===== src/rtl/rpd_pkg.sv =====
`default_nettype none

package rpd_pkg;

  // Widths fixed by the result and configuration fields.
  localparam int OUT_BITS = 16;
  localparam int CFG_INDEX_BITS = 2;
  localparam int CHAR_BITS = 8;

  // Default sizes of the position and count registers.
  localparam int COORD_BITS_DEFAULT = 16;
  localparam int COUNT_BITS_DEFAULT = 16;

  // Decimal base used when a digit extends the repeat count.
  localparam int DECIMAL_BASE = 10;

  // Pattern alphabet.
  localparam logic [CHAR_BITS-1:0] CHAR_ZERO = 8'h30;  // '0'
  localparam logic [CHAR_BITS-1:0] CHAR_NINE = 8'h39;  // '9'
  localparam logic [CHAR_BITS-1:0] CHAR_DEAD = 8'h62;  // 'b'
  localparam logic [CHAR_BITS-1:0] CHAR_LIVE = 8'h6f;  // 'o'
  localparam logic [CHAR_BITS-1:0] CHAR_EOL  = 8'h24;  // '$'
  localparam logic [CHAR_BITS-1:0] CHAR_END  = 8'h21;  // '!'

  // Configuration register indexes.
  localparam logic [CFG_INDEX_BITS-1:0] CFG_ORIGIN_X = 2'd0;
  localparam logic [CFG_INDEX_BITS-1:0] CFG_ORIGIN_Y = 2'd1;

  // One input beat as held in the input register.
  typedef struct packed {
    logic [CHAR_BITS-1:0] pattern_char;
    logic                 first_char;
  } rpd_item_t;

  // One result beat, plus a flag saying whether the item produced one.
  typedef struct packed {
    logic                       emit;
    logic signed [OUT_BITS-1:0] cell_x;
    logic signed [OUT_BITS-1:0] cell_y;
    logic [OUT_BITS-1:0]        run_length;
    logic                       pattern_end;
  } rpd_result_t;

endpackage

`default_nettype wire


===== src/rtl/rpd_in_reg.sv =====
`default_nettype none

module rpd_in_reg (
  input  wire logic              clk,
  input  wire logic              rst,
  input  wire logic              in_valid,
  input  wire rpd_pkg::rpd_item_t in_item,
  output logic                   in_stall,
  input  wire logic              advance,
  output logic                   stg_valid,
  output rpd_pkg::rpd_item_t     stg_item
);
  import rpd_pkg::*;

  logic accept;

  // The held beat leaves when the result side can take it.
  assign in_stall = stg_valid && !advance;
  assign accept   = in_valid && !in_stall;

  always_ff @(posedge clk) begin
    if (rst) begin
      stg_valid <= 1'b0;
    end else begin
      stg_valid <= accept || (stg_valid && !advance);
    end
  end

  always_ff @(posedge clk) begin
    if (accept) begin
      stg_item <= in_item;
    end
  end

endmodule

`default_nettype wire


===== src/rtl/rpd_step.sv =====
`default_nettype none

module rpd_step #(
  parameter int COORD_BITS = rpd_pkg::COORD_BITS_DEFAULT,
  parameter int COUNT_BITS = rpd_pkg::COUNT_BITS_DEFAULT
) (
  input  wire rpd_pkg::rpd_item_t               item,
  input  wire logic [COORD_BITS-1:0]            column,
  input  wire logic [COORD_BITS-1:0]            row,
  input  wire logic [COUNT_BITS-1:0]            repeat_count,
  input  wire logic                             stopped,
  input  wire logic signed [rpd_pkg::OUT_BITS-1:0] origin_x,
  input  wire logic signed [rpd_pkg::OUT_BITS-1:0] origin_y,
  output logic [COORD_BITS-1:0]                 column_next,
  output logic [COORD_BITS-1:0]                 row_next,
  output logic [COUNT_BITS-1:0]                 repeat_count_next,
  output logic                                  stopped_next,
  output rpd_pkg::rpd_result_t                  result
);
  import rpd_pkg::*;

  localparam int SUM_BITS  = (COORD_BITS > COUNT_BITS) ? COORD_BITS : COUNT_BITS;
  localparam int POS_BITS  = (COORD_BITS > OUT_BITS) ? COORD_BITS : OUT_BITS;
  localparam int LEN_BITS  = (COUNT_BITS > OUT_BITS) ? COUNT_BITS : OUT_BITS + 1;
  localparam int PROD_BITS = COUNT_BITS + 4;
  localparam logic [COUNT_BITS-1:0] COUNT_MAX = {COUNT_BITS{1'b1}};

  logic [COORD_BITS-1:0] col0;
  logic [COORD_BITS-1:0] row0;
  logic [COUNT_BITS-1:0] cnt0;
  logic                  stop0;
  logic [COUNT_BITS-1:0] n;
  logic [SUM_BITS-1:0]   col_sum;
  logic [SUM_BITS-1:0]   row_sum;
  logic [PROD_BITS-1:0]  prod;
  logic [POS_BITS-1:0]   col_w;
  logic [POS_BITS-1:0]   row_w;
  logic [LEN_BITS-1:0]   n_w;
  logic [OUT_BITS-1:0]   run_len;
  logic                  is_digit;

  // A first-flagged beat starts from a cleared position and count.
  assign col0  = item.first_char ? '0 : column;
  assign row0  = item.first_char ? '0 : row;
  assign cnt0  = item.first_char ? '0 : repeat_count;
  assign stop0 = item.first_char ? 1'b0 : stopped;

  // A missing or zero count means one.
  assign n = (cnt0 == '0) ? COUNT_BITS'(1) : cnt0;

  assign col_sum = SUM_BITS'(col0) + SUM_BITS'(n);
  assign row_sum = SUM_BITS'(row0) + SUM_BITS'(n);

  // Count times ten is count times eight plus count times two.
  assign prod = (PROD_BITS'(cnt0) << 3) + (PROD_BITS'(cnt0) << 1)
              + PROD_BITS'(item.pattern_char - CHAR_ZERO);

  assign col_w   = POS_BITS'(col0);
  assign row_w   = POS_BITS'(row0);
  assign n_w     = LEN_BITS'(n);
  assign run_len = (n_w[LEN_BITS-1:OUT_BITS] != '0) ? {OUT_BITS{1'b1}}
                                                    : n_w[OUT_BITS-1:0];

  assign is_digit = (item.pattern_char >= CHAR_ZERO) && (item.pattern_char <= CHAR_NINE);

  always_comb begin
    column_next       = col0;
    row_next          = row0;
    repeat_count_next = cnt0;
    stopped_next      = stop0;
    result            = '0;
    priority if (stop0) begin
      // Stopped: the beat is dropped.
    end else if (is_digit) begin
      repeat_count_next = (prod > PROD_BITS'(COUNT_MAX)) ? COUNT_MAX
                                                         : prod[COUNT_BITS-1:0];
    end else if (item.pattern_char == CHAR_DEAD) begin
      repeat_count_next = '0;
      column_next       = col_sum[COORD_BITS-1:0];
    end else if (item.pattern_char == CHAR_LIVE) begin
      repeat_count_next = '0;
      column_next       = col_sum[COORD_BITS-1:0];
      result.emit       = 1'b1;
      result.cell_x     = origin_x + signed'(col_w[OUT_BITS-1:0]);
      result.cell_y     = origin_y + signed'(row_w[OUT_BITS-1:0]);
      result.run_length = run_len;
    end else if (item.pattern_char == CHAR_EOL) begin
      repeat_count_next = '0;
      row_next          = row_sum[COORD_BITS-1:0];
      column_next       = '0;
    end else if (item.pattern_char == CHAR_END) begin
      stopped_next       = 1'b1;
      result.emit        = 1'b1;
      result.pattern_end = 1'b1;
    end else begin
      // Any other character leaves the state alone.
    end
  end

endmodule

`default_nettype wire


===== src/rtl/rle_pattern_decoder_core.sv =====
`default_nettype none

// Run-length pattern decoder. Each input beat carries one character of a
// Life-style run-length pattern. Digits build a repeat count, 'b' skips
// cells, 'o' produces one run beat (first cell position plus origin, and
// run length), '$' moves down rows and back to column zero, and '!'
// produces an end beat and makes the block drop characters until a beat
// flagged first_char arrives. A beat flagged first_char clears position,
// count and the stopped flag before its own character is decoded.
// The block takes one beat per cycle unless in_stall holds it back: a
// character waits in the input register, is decoded by combinational
// logic, and any result lands in the output register. While a result
// waits in the output register under out_stall the held character waits
// with it, so the input register and the output register together
// buffer up to two beats. The origin registers are written through the
// configuration port, which is always ready; they should be written only
// while no characters are in flight.
module rle_pattern_decoder_core #(
  parameter int COORD_BITS = rpd_pkg::COORD_BITS_DEFAULT,
  parameter int COUNT_BITS = rpd_pkg::COUNT_BITS_DEFAULT
) (
  input  wire logic                                  clk,
  input  wire logic                                  rst,
  // Configuration port.
  input  wire logic                                  cfg_valid,
  output logic                                       cfg_ready,
  input  wire logic [rpd_pkg::CFG_INDEX_BITS-1:0]    cfg_index,
  input  wire logic signed [rpd_pkg::OUT_BITS-1:0]   cfg_data,
  // Character input channel.
  input  wire logic                                  in_valid,
  output logic                                       in_stall,
  input  wire logic [rpd_pkg::CHAR_BITS-1:0]         pattern_char,
  input  wire logic                                  first_char,
  // Result output channel.
  output logic                                       out_valid,
  input  wire logic                                  out_stall,
  output logic signed [rpd_pkg::OUT_BITS-1:0]        cell_x,
  output logic signed [rpd_pkg::OUT_BITS-1:0]        cell_y,
  output logic [rpd_pkg::OUT_BITS-1:0]               run_length,
  output logic                                       pattern_end
);
  import rpd_pkg::*;

  logic signed [OUT_BITS-1:0] origin_x;
  logic signed [OUT_BITS-1:0] origin_y;

  logic [COORD_BITS-1:0] column;
  logic [COORD_BITS-1:0] row;
  logic [COUNT_BITS-1:0] repeat_count;
  logic                  stopped;
  logic [COORD_BITS-1:0] column_next;
  logic [COORD_BITS-1:0] row_next;
  logic [COUNT_BITS-1:0] repeat_count_next;
  logic                  stopped_next;

  rpd_item_t   in_item;
  rpd_item_t   stg_item;
  logic        stg_valid;
  logic        advance;
  rpd_result_t result;

  // The configuration registers take a write in any cycle.
  assign cfg_ready = 1'b1;

  always_ff @(posedge clk) begin
    if (rst) begin
      origin_x <= '0;
      origin_y <= '0;
    end else if (cfg_valid && cfg_ready) begin
      unique case (cfg_index)
        CFG_ORIGIN_X: origin_x <= cfg_data;
        CFG_ORIGIN_Y: origin_y <= cfg_data;
        default: ;  // Unused indexes are ignored.
      endcase
    end
  end

  // The held character moves on whenever the output register is empty or
  // is being emptied in this cycle.
  assign advance = !out_valid || !out_stall;

  assign in_item.pattern_char = pattern_char;
  assign in_item.first_char   = first_char;

  rpd_in_reg u_in_reg (
    .clk       (clk),
    .rst       (rst),
    .in_valid  (in_valid),
    .in_item   (in_item),
    .in_stall  (in_stall),
    .advance   (advance),
    .stg_valid (stg_valid),
    .stg_item  (stg_item)
  );

  rpd_step #(
    .COORD_BITS (COORD_BITS),
    .COUNT_BITS (COUNT_BITS)
  ) u_step (
    .item              (stg_item),
    .column            (column),
    .row               (row),
    .repeat_count      (repeat_count),
    .stopped           (stopped),
    .origin_x          (origin_x),
    .origin_y          (origin_y),
    .column_next       (column_next),
    .row_next          (row_next),
    .repeat_count_next (repeat_count_next),
    .stopped_next      (stopped_next),
    .result            (result)
  );

  // Decoder state commits as the character leaves the input register.
  always_ff @(posedge clk) begin
    if (rst) begin
      column       <= '0;
      row          <= '0;
      repeat_count <= '0;
      stopped      <= 1'b0;
    end else if (stg_valid && advance) begin
      column       <= column_next;
      row          <= row_next;
      repeat_count <= repeat_count_next;
      stopped      <= stopped_next;
    end
  end

  // Output register: filled by a character that produces a result, held
  // while the receiver stalls.
  always_ff @(posedge clk) begin
    if (rst) begin
      out_valid <= 1'b0;
    end else if (advance) begin
      out_valid <= stg_valid && result.emit;
    end
  end

  always_ff @(posedge clk) begin
    if (advance && stg_valid && result.emit) begin
      cell_x      <= result.cell_x;
      cell_y      <= result.cell_y;
      run_length  <= result.run_length;
      pattern_end <= result.pattern_end;
    end
  end

  // An end beat carries no position and no length.
  a_end_beat_zero: assert property (@(posedge clk) disable iff (rst)
    out_valid && pattern_end |-> cell_x == '0 && cell_y == '0 && run_length == '0)
    else $error("end beat carries nonzero fields");

  // A run always covers at least one cell.
  a_run_nonzero: assert property (@(posedge clk) disable iff (rst)
    out_valid && !pattern_end |-> run_length != '0)
    else $error("run beat with zero length");

  // The input side only stalls while a character is held.
  a_stall_held: assert property (@(posedge clk) disable iff (rst)
    in_stall |-> stg_valid && out_valid)
    else $error("input stalled with nothing held");

  // Once stopped, only a first-flagged character can restart decoding.
  a_stay_stopped: assert property (@(posedge clk) disable iff (rst)
    stopped && !(stg_valid && advance && stg_item.first_char) |=> stopped)
    else $error("decoder left the stopped state without a first character");

  // Whenever a character is decoded while stopped and not first, no beat appears.
  a_stopped_silent: assert property (@(posedge clk) disable iff (rst)
    stopped && stg_valid && advance && !stg_item.first_char |=> !out_valid)
    else $error("result produced while stopped");

endmodule

`default_nettype wire

===== config.mk =====
export PLATFORM = sky130hd
export DESIGN_NAME = rle_pattern_decoder_core
export DESIGN_NICKNAME = d
export VERILOG_FILES = /design/src/rtl/rpd_pkg.sv /design/src/rtl/rpd_in_reg.sv /design/src/rtl/rpd_step.sv /design/src/rtl/rle_pattern_decoder_core.sv
export SDC_FILE = /design/constraint.sdc
export NUM_CORES = 1
export LEC_CHECK = 0
export BUFFER_PORTS_ARGS = -buffer_cell sky130_fd_sc_hd__buf_2
export CAP_MARGIN = 20
export CORE_MARGIN = 4
export CORE_UTILIZATION = 31
export DETAILED_ROUTE_END_ITERATION = 8
export GPL_TIMING_DRIVEN = 0
export PLACE_DENSITY = 0.53
export SYNTH_ARGS = -nofsm -noshare
export SYNTH_HDL_FRONTEND = slang
export SYNTH_HIERARCHICAL = 1
export SYNTH_SLANG_ARGS = --single-unit

===== constraint.sdc =====
create_clock -name clk -period 5.31 [get_ports clk]
set_input_delay 0.531 -clock clk [delete_from_list [all_inputs] [get_ports clk]]
set_output_delay 0.531 -clock clk [all_outputs]
set_load 0.02 [all_outputs]

==> out/metrics.csv, run 1 <==
stage;metric;value;unit
outcome;status;completed;
sta;Setup violations, final;0;
final_layout;Layout area overhead;15.10;%
floorplan;die area;37360;µm²
job;Max Cap Violations;0;
sta;Hold Vio Cnt, Final;0;
logic_synthesis;Avg Inst Size Synth;8.883;µm²
routing;WL per Instance;16.97;µm
logic_synthesis;Post-Syn Nets;1332;
final_layout;Reg area;3403;µm²
routing;Initial DRC Count;419;
logic_synthesis;Netlist cell types;61;
logic_synthesis;sequential fraction of the synthesis area;31.98;%
routing;DRT antenna net count;0;
logic_synthesis;mapped cell area;10640;µm²
logic_synthesis;post-synth top area share;16.37;%
sta;fmax;200.1;MHz
routing;Via density;4.861;
clocking;CTS HTree Levels;4;
placed_design;dpl hpwl;23920;µm
placed_design;port bufs;82;
sta;final worst slack;0.3130;ns
power;pwr dens;206.4;nW/µm²
clocking;maximum clock path buffer count;2;
sta;Final Max Slew Viols;0;
final_layout;Filler Cells Inserted;3501;
routing;via count;8565;
worst_setup_path;CP Capture Type;register;
worst_setup_path;worst path arrival time;5.32;ns
clocking;CTS tree;yes;
final_layout;share of cells above drive strength 1;11.80;%
routing;Routed WL;29900;µm
final_layout;Multi-input gate area;6713;µm²
floorplan;Core Box Area;33700;µm²
placed_design;placed insts;1731;
floorplan;Die X;193.3;µm
global_route;GRT Resource Usage Total;15.96;%
clocking;# clock sinks;141;
worst_hold_path;HP Class;in2reg;
logic_synthesis;ys async rst share;0;%
sta;relative slew slack;34.62;%
sta;Worst Skew;0.01367;ns
global_route;vias in the first global route;8456;
clocking;Post-CTS Hold Fix Bufs;0;
logic_synthesis;Mapped Cells;1198;
worst_setup_path;type of origin of the critical path;register;
clocking;CTS Buf Count;17;
logic_synthesis;Post-synth top flop;dfxtp_1;
clocking;Clock Root Buffer;clkbuf_16;
logic_synthesis;EDFF count, synth;58;
sta;worst slew pin tran;0.9733;ns
clocking;Skew-Pair Late Insertion Delay;0.44;ns
power;Leak;5.347;nW
final_layout;Finished Cell Area;12250;µm²
sta;sum of negative setup slack;0;ns
logic_synthesis;post-synth top area cell;edfxtp_1;
worst_setup_path;required time of the critical path;5.63;ns
global_route;global-route wire length before repair;47420;µm
sta;Final min period;4.997;ns
global_route;initial antenna violation count;0;
logic_synthesis;Area contributors post-synth;edfxtp_1 16%, dfxtp_1 16%, nand2b_1 10%;
floorplan;die height;193.3;µm
clocking;CTS clk-pin slew, worst paths;0.06;ns
sta;fin crit share;94.11;%
power;Worst VDD drop;237.4;µV
logic_synthesis;Yosys reg bits;141;
global_route;global route total overflow;0;
final_layout;Final Non-Filler Cells;1762;
logic_synthesis;Ys Warns;6;
final_layout;ant diodes;0;
placed_design;GPL Wtd Cong;0.8599;
worst_setup_path;Crit Path Class;reg2reg;
floorplan;Initial Util;31.58;%
routing;Residual DRC;0;
floorplan;# IOs;84;
sta;RSZ-0062 raised after global routing;no;
routing;first-pass iteration count of the detailed router;7;
power;Tot Pwr;0.002528;W
worst_setup_path;Critical Path Fanout Max;10;
floorplan;FP Rows;67;
final_layout;Nets;1435;
global_route;pin count of the biggest net entering global routing;28;
placed_design;post-place setup slack;-0.4399;ns
placed_design;placement-stage cell area;11680;µm²
## state kept, by name, indices dropped and copies added, names as in the netlist
signal              count
repeat_count           16
cell_y                 16
cell_x                 16
origin_y               16
origin_x               16
u_in_reg/stg_item       9
column                 16
pattern_end             1
stopped                 1
run_length             16
row                    16
u_in_reg/stg_valid      1
out_valid               1
## synth_stat cells, types with 13 or more instances
cell      count
a211oi_1     22
clkbuf_1     34
a21o_1       19
nor2_1      120
a21oi_1      47
nand2_1      53
nand2b_1    176
o32ai_1      20
xor2_1       23
ha_1         83
inv_1        85
o21ai_0      57
mux2i_1      82
nor2b_1      22
nand3_1      13
dfxtp_1      83
fa_1         19
nor3_1       30
xnor2_1      39
edfxtp_1     58
## cell families after synthesis
logic type | count (synthesis) | share of synthesized area (%)
other | 1 | 0.03524
multiplexers | 86 | 8.136
AO/OA/AOI/OAI | 226 | 14.17
flip-flops | 141 | 31.98
AND/OR/NAND/NOR | 447 | 22.10
XOR/XNOR | 62 | 5.103
adder cells (fa/ha/maj) | 102 | 13.33
buffers and inverters | 133 | 5.138
## power by group
| group | internal [W] | switching [W] | total (W) | leakage (nW) |
|---|---|---|---|---|
| registers | 0.00113 | 0.0000132 | 0.00115 | 1.33 |
| logic | 0.0000958 | 0.000127 | 0.000223 | 3.75 |
| clock network | 0.000613 | 0.000543 | 0.00116 | 0.271 |
| total | 0.00184 | 0.000684 | 0.00253 | 5.35 |
## path summary, 6_finish.rpt
check	slack, ns	to	cells past startpoint	from
max	0.31	repeat_count[9]	16	u_in_reg/stg_item[5]
min	0.27	u_in_reg/stg_item[1]	1	pattern_char[0]
max reg2reg	0.31	repeat_count[9]	16	u_in_reg/stg_item[5]
min reg2reg	0.47	column[6]	2	column[6]
## final cells by class
| class | count | area share (%) |
|---|---|---|
| multi-input cells | 924 | 54.81 |
| flip-flops and latches | 141 | 27.79 |
| clock inverters | 15 | 1.052 |
| clock buffers | 17 | 3.473 |
| plain buffers | 46 | 1.829 |
| well taps | 448 | 4.577 |
| inverters | 85 | 2.636 |
| repair buffers | 86 | 3.841 |
## worst max-delay path, cell delays in order (launching register included)
cell and delay, ns:
edfxtp_1 0.43, ha_1 0.28, or3_1 0.45, clkinvlp_4 0.26
fa_1 0.46, ha_1 0.37, a21o_1 0.20, a31o_2 0.26
o41ai_2 0.45, mux2_2 0.40, or4_1 0.48, buf_2 0.17
buf_6 0.15, a211oi_2 0.22, a211oi_1 0.08, nand2b_1 0.13
mux2i_1 0.07
## cells in the final DEF, fill, tap and decap left out, types with 23 or more instances in the layout
cell / instances
a21oi_1: 46
buf_2: 88
clkbuf_1: 29
dfxtp_1: 83
edfxtp_1: 58
ha_1: 83
inv_1: 84
mux2i_1: 82
nand2_1: 53
nand2b_1: 175
nor2_1: 120
nor3_1: 30
o21ai_0: 57
xnor2_1: 39
xor2_1: 23
## routing by layer
metal / part of all wire, % / track usage (%) / vias up
li1: - / - / 4381
met1: 48 / 21.58 / 3982
met2: 46 / 26.29 / 175
met3: 3.7 / 2.870 / 27
met4: 1.9 / 4.511 / 0
met5: 0 / 0 / -
## metrics by stage
stage / hold WS, ns / utilization (%)
5_1_grt: 0.2445 / 36.34
3_5_place_dp: 0.4623 / 34.65
4_1_cts: 0.2420 / 36.32
2_1_floorplan: 0.4441 / -
3_3_place_gp: 0.4552 / 34.46
6_report: 0.2662 / 36.34
## repair_timing
action / CTS / global route
buffers inserted: 0 / 1
endpoints found under the hold margin: 0 / 0
resized for setup: 5 / 1
endpoints found under the setup margin: 17 / 17
(Power assumes the default switching activity.)
==> inputs of run 2 (changes only) <==
--- a/config.mk
+++ b/config.mk
@@ -8,10 +8,11 @@
 export BUFFER_PORTS_ARGS = -buffer_cell sky130_fd_sc_hd__buf_2
 export CAP_MARGIN = 20
 export CORE_MARGIN = 4
-export CORE_UTILIZATION = 31
+export CORE_UTILIZATION = 50
+export CTS_BUF_LIST = sky130_fd_sc_hd__clkbuf_4 sky130_fd_sc_hd__clkbuf_8
 export DETAILED_ROUTE_END_ITERATION = 8
 export GPL_TIMING_DRIVEN = 0
-export PLACE_DENSITY = 0.53
+export PLACE_DENSITY = 0.74
 export SYNTH_ARGS = -nofsm -noshare
 export SYNTH_HDL_FRONTEND = slang
 export SYNTH_HIERARCHICAL = 1
==> out/metrics.csv, run 2 (synthesis results as in run 1) <==
stage;metric;value;unit;change
global_route;met2 usage;35.89;%;+9.6 points
final_layout;post-layout util;56.50;%;+20 points
worst_setup_path;CP Capture Type;register;;
routing;Routed WL;27610;µm;-7.7%
sta;Hold Vio Cnt, Final;0;;unchanged
sta;Setup violations, final;0;;unchanged
sta;Final Max Slew Viols;0;;unchanged
worst_setup_path;Crit Path Class;reg2reg;;
clocking;Clock Root Buffer;clkbuf_8;;
floorplan;Initial Util;50.78;%;+19 points
clocking;# clock sinks;141;;unchanged
job;Max Cap Violations;0;;unchanged
clocking;Skew-Pair Late Insertion Delay;0.46;ns;+0.02 ns
routing;first-pass iteration count of the detailed router;5;;-2
floorplan;Core Box Area;20960;µm²;-38%
floorplan;FP Rows;53;;-21%
sta;fin crit share;94.93;%;+0.82 points
worst_setup_path;WP buf/inv;3;;unchanged
final_layout;ant diodes;0;;unchanged
placed_design;post-place setup slack;-0.1575;ns;+0.2823 ns
global_route;pin count of the biggest net entering global routing;32;;+14%
worst_setup_path;crit-path cells;ha_1 -> or3_1 -> clkinvlp_4 -> fa_1 -> ha_1 -> a21o_1 -> a31o_2 -> o41ai_2 -> mux2_2 -> or4_1 -> buf_2 -> buf_6 -> a211oi_2 -> a211oi_1 -> nand2b_1 -> mux2i_1;;
final_layout;Finished Cell Area;11840;µm²;-3.3%
global_route;vias in the first global route;8413;;-0.51%
worst_setup_path;Critical Path Fanout Max;10;;unchanged
placed_design;placement-stage cell area;11430;µm²;-2.1%
outcome;status;completed;;
floorplan;die area;23680;µm²;-37%
worst_hold_path;HP Class;in2reg;;
power;Leak;5.260;nW;-1.6%
sta;final worst slack;0.2694;ns;-0.04360 ns
global_route;global route total overflow;0;;unchanged
floorplan;die height;153.9;µm;-20%
sta;relative slew slack;47.03;%;+12 points
placed_design;GPL Wtd Cong;0.9616;;+12%
placed_design;port bufs;82;;unchanged
sta;RSZ-0062 raised after global routing;no;;
power;pwr dens;187.6;nW/µm²;-9.1%
clocking;CTS clk-pin slew, worst paths;0.09;ns;+0.03 ns
floorplan;Die X;153.9;µm;-20%
worst_setup_path;CP dominant cell by count;ha_1;;
worst_setup_path;CP peak stage delay;0.51;ns;+0.03 ns
final_layout;commonest non-fill, non-tap cell in the layout;nand2b_1;;
routing;via count;8877;;+3.6%
sta;fmax;198.4;MHz;-0.86%
sta;Final min period;5.041;ns;+0.04360 ns
worst_setup_path;Top delay family on crit path;compound AO/OA/AOI/OAI gates;;
final_layout;Nets;1435;;unchanged
global_route;GRT Resource Usage Total;23.19;%;+7.2 points
global_route;global-route wire length before repair;43860;µm;-7.5%
routing;Via density;5.587;;+15%
floorplan;# IOs;84;;unchanged
clocking;Post-CTS Hold Fix Bufs;0;;unchanged
final_layout;Final Non-Filler Cells;1589;;-9.8%
final_layout;most frequent cells in the layout;175 x nand2b_1, 120 x nor2_1, 88 x buf_2, 84 x inv_1;;
worst_setup_path;required time of the critical path;5.66;ns;+0.03 ns
sta;Worst Skew;0.01437;ns;+0.0007035 ns
routing;WL per Instance;17.37;µm;+2.4%
global_route;gr busiest metal;met2;;
sta;worst slew pin tran;0.7884;ns;-0.1848 ns
global_route;initial antenna violation count;0;;unchanged
global_route;met3 usage;4.982;%;+2.1 points
worst_setup_path;type of origin of the critical path;register;;
clocking;maximum clock path buffer count;2;;unchanged
routing;Initial DRC Count;684;;+63%
worst_setup_path;CP max-delay cell;or4_1;;
final_layout;share of cells above drive strength 1;11.80;%;unchanged
clocking;CTS tree;yes;;
placed_design;placed insts;1556;;-10%
routing;DRT antenna net count;0;;unchanged
clocking;CTS Buf Count;17;;unchanged
routing;Residual DRC;0;;unchanged
clocking;CTS HTree Levels;4;;unchanged
final_layout;Layout area overhead;11.26;%;
placed_design;dpl hpwl;21720;µm;-9.2%
power;Worst VDD drop;118.1;µV;-50%
global_route;met1 Resource Use GR;32.53;%;+11 points
worst_setup_path;worst path arrival time;5.39;ns;+0.07 ns
==> run 2: worst reg2reg max path, cell delays in order, from the launching register on <==
cell	delay (ns)
edfxtp_1	0.44
ha_1	0.28
or3_1	0.47
clkinvlp_4	0.28
fa_1	0.47
ha_1	0.39
a21o_1	0.20
a31o_2	0.26
o41ai_2	0.45
mux2_2	0.40
or4_1	0.51
buf_2	0.19
buf_6	0.16
a211oi_2	0.20
a211oi_1	0.07
nand2b_1	0.09
mux2i_1	0.07
==> run 2: final timing paths <==
path                        start                    to  slack, ns  cells past startpoint
max          u_in_reg/stg_item[5]      repeat_count[11]       0.27                     16
min               pattern_char[7]  u_in_reg/stg_item[8]       0.24                      1
max reg2reg  u_in_reg/stg_item[5]      repeat_count[11]       0.27                     16
min reg2reg                row[2]                row[2]       0.47                      2
==> run 2: cell type report <==
cell class                 instances  area (µm²)
clock inverter                    15       153.9
fill                            1906        9115
inverter                          85       322.8
buffer                            47       229.0
sequential                       141        3403
tap                              275       344.1
multi-input combinational        924        6713
clock buffer                      17       234.0
timing repair buffer              85       440.4
==> run 2: what timing repair did <==
item,in CTS,in global routing
pin swaps,0,0
hold endpoints to repair,0,0
gates resized for setup,3,6
endpoints found under the setup margin,16,17
gates cloned,0,0
buffers inserted,0,0
==> run 2: routing by layer <==
metal | share of wire, % | wire [µm]
met1 | 46 | 12590
met2 | 44 | 12050
met3 | 8.4 | 2317
met4 | 2.4 | 649
met5 | 0 | 0
==> run 2: where the power goes <==
group	leakage [nW]	internal (W)	switching, W
Clock	0.191	0.000350	0.000503
Sequential	1.33	0.00113	0.0000118
Combinational	3.74	0.0000958	0.000126
Total	5.26	0.00158	0.000641
==> run 2: metrics by stage <==
step	TNS (ns)	hold slack [ns]	total power, W
6_report	0	0.2361	0.002221
4_1_cts	0	0.2181	0.002234
3_3_place_gp	-25.91	0.4525	0.001386
3_5_place_dp	-1.214	0.4595	0.001389
5_1_grt	0	0.2272	0.002304
2_1_floorplan	0	0.4441	0.001323
==> inputs of run 3 (changes only) <==
--- a/config.mk
+++ b/config.mk
@@ -12,8 +12,7 @@
 export CTS_BUF_LIST = sky130_fd_sc_hd__clkbuf_4 sky130_fd_sc_hd__clkbuf_8
 export DETAILED_ROUTE_END_ITERATION = 8
 export GPL_TIMING_DRIVEN = 0
-export PLACE_DENSITY = 0.74
+export PLACE_DENSITY = 0.75
 export SYNTH_ARGS = -nofsm -noshare
 export SYNTH_HDL_FRONTEND = slang
-export SYNTH_HIERARCHICAL = 1
 export SYNTH_SLANG_ARGS = --single-unit
==> out/metrics.csv, run 3 <==
stage;metric;value;unit;change
routing;Residual DRC;0;;unchanged
routing;Via density;5.814;;+4.1%
worst_setup_path;worst path arrival time;5.41;ns;+0.02 ns
global_route;global-route wire length before repair;42630;µm;-2.8%
logic_synthesis;ys async rst share;0;%;unchanged
routing;via count;8861;;-0.18%
logic_synthesis;Mapped Cells;1149;;-4.1%
floorplan;Die X;148.0;µm;-3.8%
final_layout;share of cells above drive strength 1;11.23;%;-0.56 points
global_route;pin count of the biggest net entering global routing;34;;+6.3%
final_layout;Filler Cells Inserted;1746;;-8.4%
global_route;initial antenna violation count;0;;unchanged
worst_hold_path;hold path endpoint;u_in_reg.stg_item[5];;
power;Leak;4.925;nW;-6.4%
sta;Hold Vio Cnt, Final;0;;unchanged
floorplan;Core Box Area;18960;µm²;-9.5%
logic_synthesis;Yosys reg bits;141;;unchanged
final_layout;Finished Cell Area;10970;µm²;-7.4%
clocking;# clock sinks;141;;unchanged
logic_synthesis;EDFF count, synth;58;;unchanged
power;pwr dens;210.7;nW/µm²;+12%
logic_synthesis;sequential fraction of the synthesis area;34.74;%;+2.8 points
worst_hold_path;HP Class;in2reg;;
clocking;CTS clk-pin slew, worst paths;0.08;ns;about the same
worst_setup_path;RR Startpoint;u_in_reg.stg_item[0];;
worst_hold_path;HP Start;pattern_char[4];;
worst_setup_path;R2R cell count;15;;-1
power;Worst VDD drop;152.8;µV;+29%
floorplan;Initial Util;51.68;%;+0.90 points
routing;WL per Instance;17.41;µm;+0.21%
final_layout;Nets;1385;;-3.5%
logic_synthesis;count leader, synth;nand2_1;;
floorplan;die area;21900;µm²;-7.5%
logic_synthesis;Post-Syn Nets;1283;;-3.7%
placed_design;GPL Wtd Cong;0.9620;;about the same
final_layout;Final Non-Filler Cells;1524;;-4.1%
floorplan;die height;148.0;µm;-3.8%
routing;DRT antenna net count;0;;unchanged
logic_synthesis;Ys Warns;0;;-6
sta;Worst Skew;0.01268;ns;-0.001693 ns
final_layout;Layout area overhead;11.94;%;
sta;fmax;196.3;MHz;-1.0%
routing;first-pass iteration count of the detailed router;6;;+1
final_layout;ant diodes;0;;unchanged
outcome;status;completed;;
placed_design;placement-stage cell area;10550;µm²;-7.7%
global_route;vias in the first global route;8278;;-1.6%
worst_setup_path;CP Capture Type;register;;
worst_setup_path;CP Launch Point;u_in_reg.stg_item[0];;
sta;worst slew pin tran;0.9336;ns;+0.1451 ns
clocking;Post-CTS Hold Fix Bufs;0;;unchanged
logic_synthesis;post-synth top area share;17.78;%;+1.4 points
global_route;GRT Resource Usage Total;24.40;%;+1.2 points
floorplan;FP Rows;50;;-5.7%
job;Max Cap Violations;0;;unchanged
worst_setup_path;Crit Reg-Reg Endpoint;repeat_count[10];;
routing;Routed WL;26530;µm;-3.9%
clocking;CTS tree;yes;;
sta;RSZ-0062 raised after global routing;no;;
logic_synthesis;post-synth top area cell;edfxtp_1;;
worst_hold_path;hold path depth;1;;unchanged
logic_synthesis;Area contributors post-synth;edfxtp_1 18%, dfxtp_1 17%, ha_1 11%;;
placed_design;port bufs;82;;unchanged
placed_design;post-place setup slack;0.1168;ns;+0.2743 ns
worst_setup_path;type of origin of the critical path;register;;
sta;final worst slack;0.2161;ns;-0.05324 ns
placed_design;dpl hpwl;20550;µm;-5.4%
sta;Final Max Slew Viols;0;;unchanged
placed_design;placed insts;1492;;-4.1%
sta;relative slew slack;36.15;%;-11 points
logic_synthesis;Post-synth top flop;dfxtp_1;;
final_layout;most frequent cells in the layout;129 x nand2_1, 118 x nor2_1, 89 x buf_2, 89 x a21oi_1;;
clocking;maximum clock path buffer count;2;;unchanged
floorplan;# IOs;84;;unchanged
clocking;CTS HTree Levels;4;;unchanged
worst_setup_path;required time of the critical path;5.63;ns;-0.03 ns
clocking;Skew-Pair Late Insertion Delay;0.46;ns;about the same
worst_setup_path;Critical Path Fanout Max;10;;unchanged
sta;Setup violations, final;0;;unchanged
logic_synthesis;Netlist cell types;73;;+20%
global_route;global route total overflow;0;;unchanged
final_layout;Multi-input gate area;5944;µm²;-11%
clocking;Clock Root Buffer;clkbuf_8;;
final_layout;commonest non-fill, non-tap cell in the layout;nand2_1;;
logic_synthesis;Avg Inst Size Synth;8.526;µm²;-4.0%
clocking;CTS Buf Count;17;;unchanged
sta;sum of negative setup slack;0;ns;unchanged
final_layout;Reg area;3403;µm²;unchanged
routing;Initial DRC Count;871;;+27%
worst_setup_path;setup slack, reg-to-reg;0.22;ns;-0.05 ns
logic_synthesis;Synth top cells by count;129 x nand2_1, 118 x nor2_1, 89 x a21oi_1;;
sta;Final min period;5.094;ns;+0.05324 ns
sta;fin crit share;95.93;%;+1.0 points
worst_setup_path;Crit Path Class;reg2reg;;
logic_synthesis;mapped cell area;9797;µm²;-7.9%
==> run 3: changes by cell type after synthesis, sizes merged, moves of 12 or more <==
cell | before | now
mux2i | 82 | 1
o21ai | 59 | 47
nand2 | 53 | 130
a21oi | 47 | 89
nor2b | 24 | 55
a22oi | 0 | 22
nand2b | 176 | 18
inv | 85 | 71
o32ai | 20 | 2
a211oi | 27 | 10
==> run 3: report_power, final <==
| group | internal, W | switching, W | total [W] |
|---|---|---|---|
| Sequential | 0.00114 | 0.0000172 | 0.00115 |
| Combinational | 0.0000861 | 0.000159 | 0.000245 |
| Clock | 0.000471 | 0.000441 | 0.000912 |
| Total | 0.00169 | 0.000617 | 0.00231 |
==> run 3: area by class of cell <==
cell class | instances | share of cell area (%)
flip-flops and latches | 141 | 31.03
well taps | 260 | 2.966
clock inverters | 14 | 1.529
multi-input cells | 894 | 54.20
plain buffers | 42 | 1.677
repair buffers | 83 | 3.925
clock buffers | 18 | 2.202
inverters | 72 | 2.464
==> run 3: how the worst max path moves through the flow <==
stage	end	depth (start not counted)	slack [ns]
global route	repeat_count[10]	16	0.05
CTS	repeat_count[10]	16	0.07
floorplan	repeat_count[10]	14	1.16
global placement	repeat_count[13]	16	0.14
detailed placement	repeat_count[13]	16	0.12
finish	repeat_count[10]	15	0.22
==> run 3: logic make-up after synthesis <==
group / Yosys count / share of synthesized area [%]
compound gates: 277 / 18.26
xor+xnor: 59 / 5.275
fa+ha+maj: 102 / 14.48
buf+inv: 114 / 4.610
flops: 141 / 34.74
mux: 2 / 0.2554
other cells: 1 / 0.03828
simple gates: 453 / 22.34
==> run 3: critical path: stages (launching register included) <==
cell,delay [ns]
edfxtp_1,0.58
clkbuf_1,0.35
nor2b_1,0.52
inv_1,0.30
fa_1,0.54
inv_1,0.04
ha_1,0.35
a211oi_1,0.35
o21bai_1,0.15
a211o_1,0.34
nand2_2,0.12
o32ai_1,0.10
mux2_4,0.32
nor4_4,0.56
buf_6,0.23
a31oi_1,0.09
==> run 3: through the flow <==
step	hold slack, ns	utilization, %	total power, W
after floorplan	0.4378	-	0.001339
after global placement	0.4468	55.56	0.001412
after detailed placement	0.4543	55.67	0.001416
after CTS	0.2210	57.83	0.002315
after global routing	0.2175	57.85	0.002403
final	0.2442	57.85	0.002311
==> run 3: what timing repair did <==
item	4_1_cts	5_1_grt
gates resized for setup	0	5
buffers inserted	0	0
hold endpoints to repair	0	0
setup endpoints to repair	0	17
==> run 3: metal layers <==
layer / GRT usage, % / up-vias / share of wire, %
li1: - / 4304 / -
met1: 32.12 / 4096 / 43
met2: 39.62 / 384 / 46
met3: 4.077 / 77 / 7.3
met4: 10.76 / 0 / 4.3
met5: 0 / - / 0
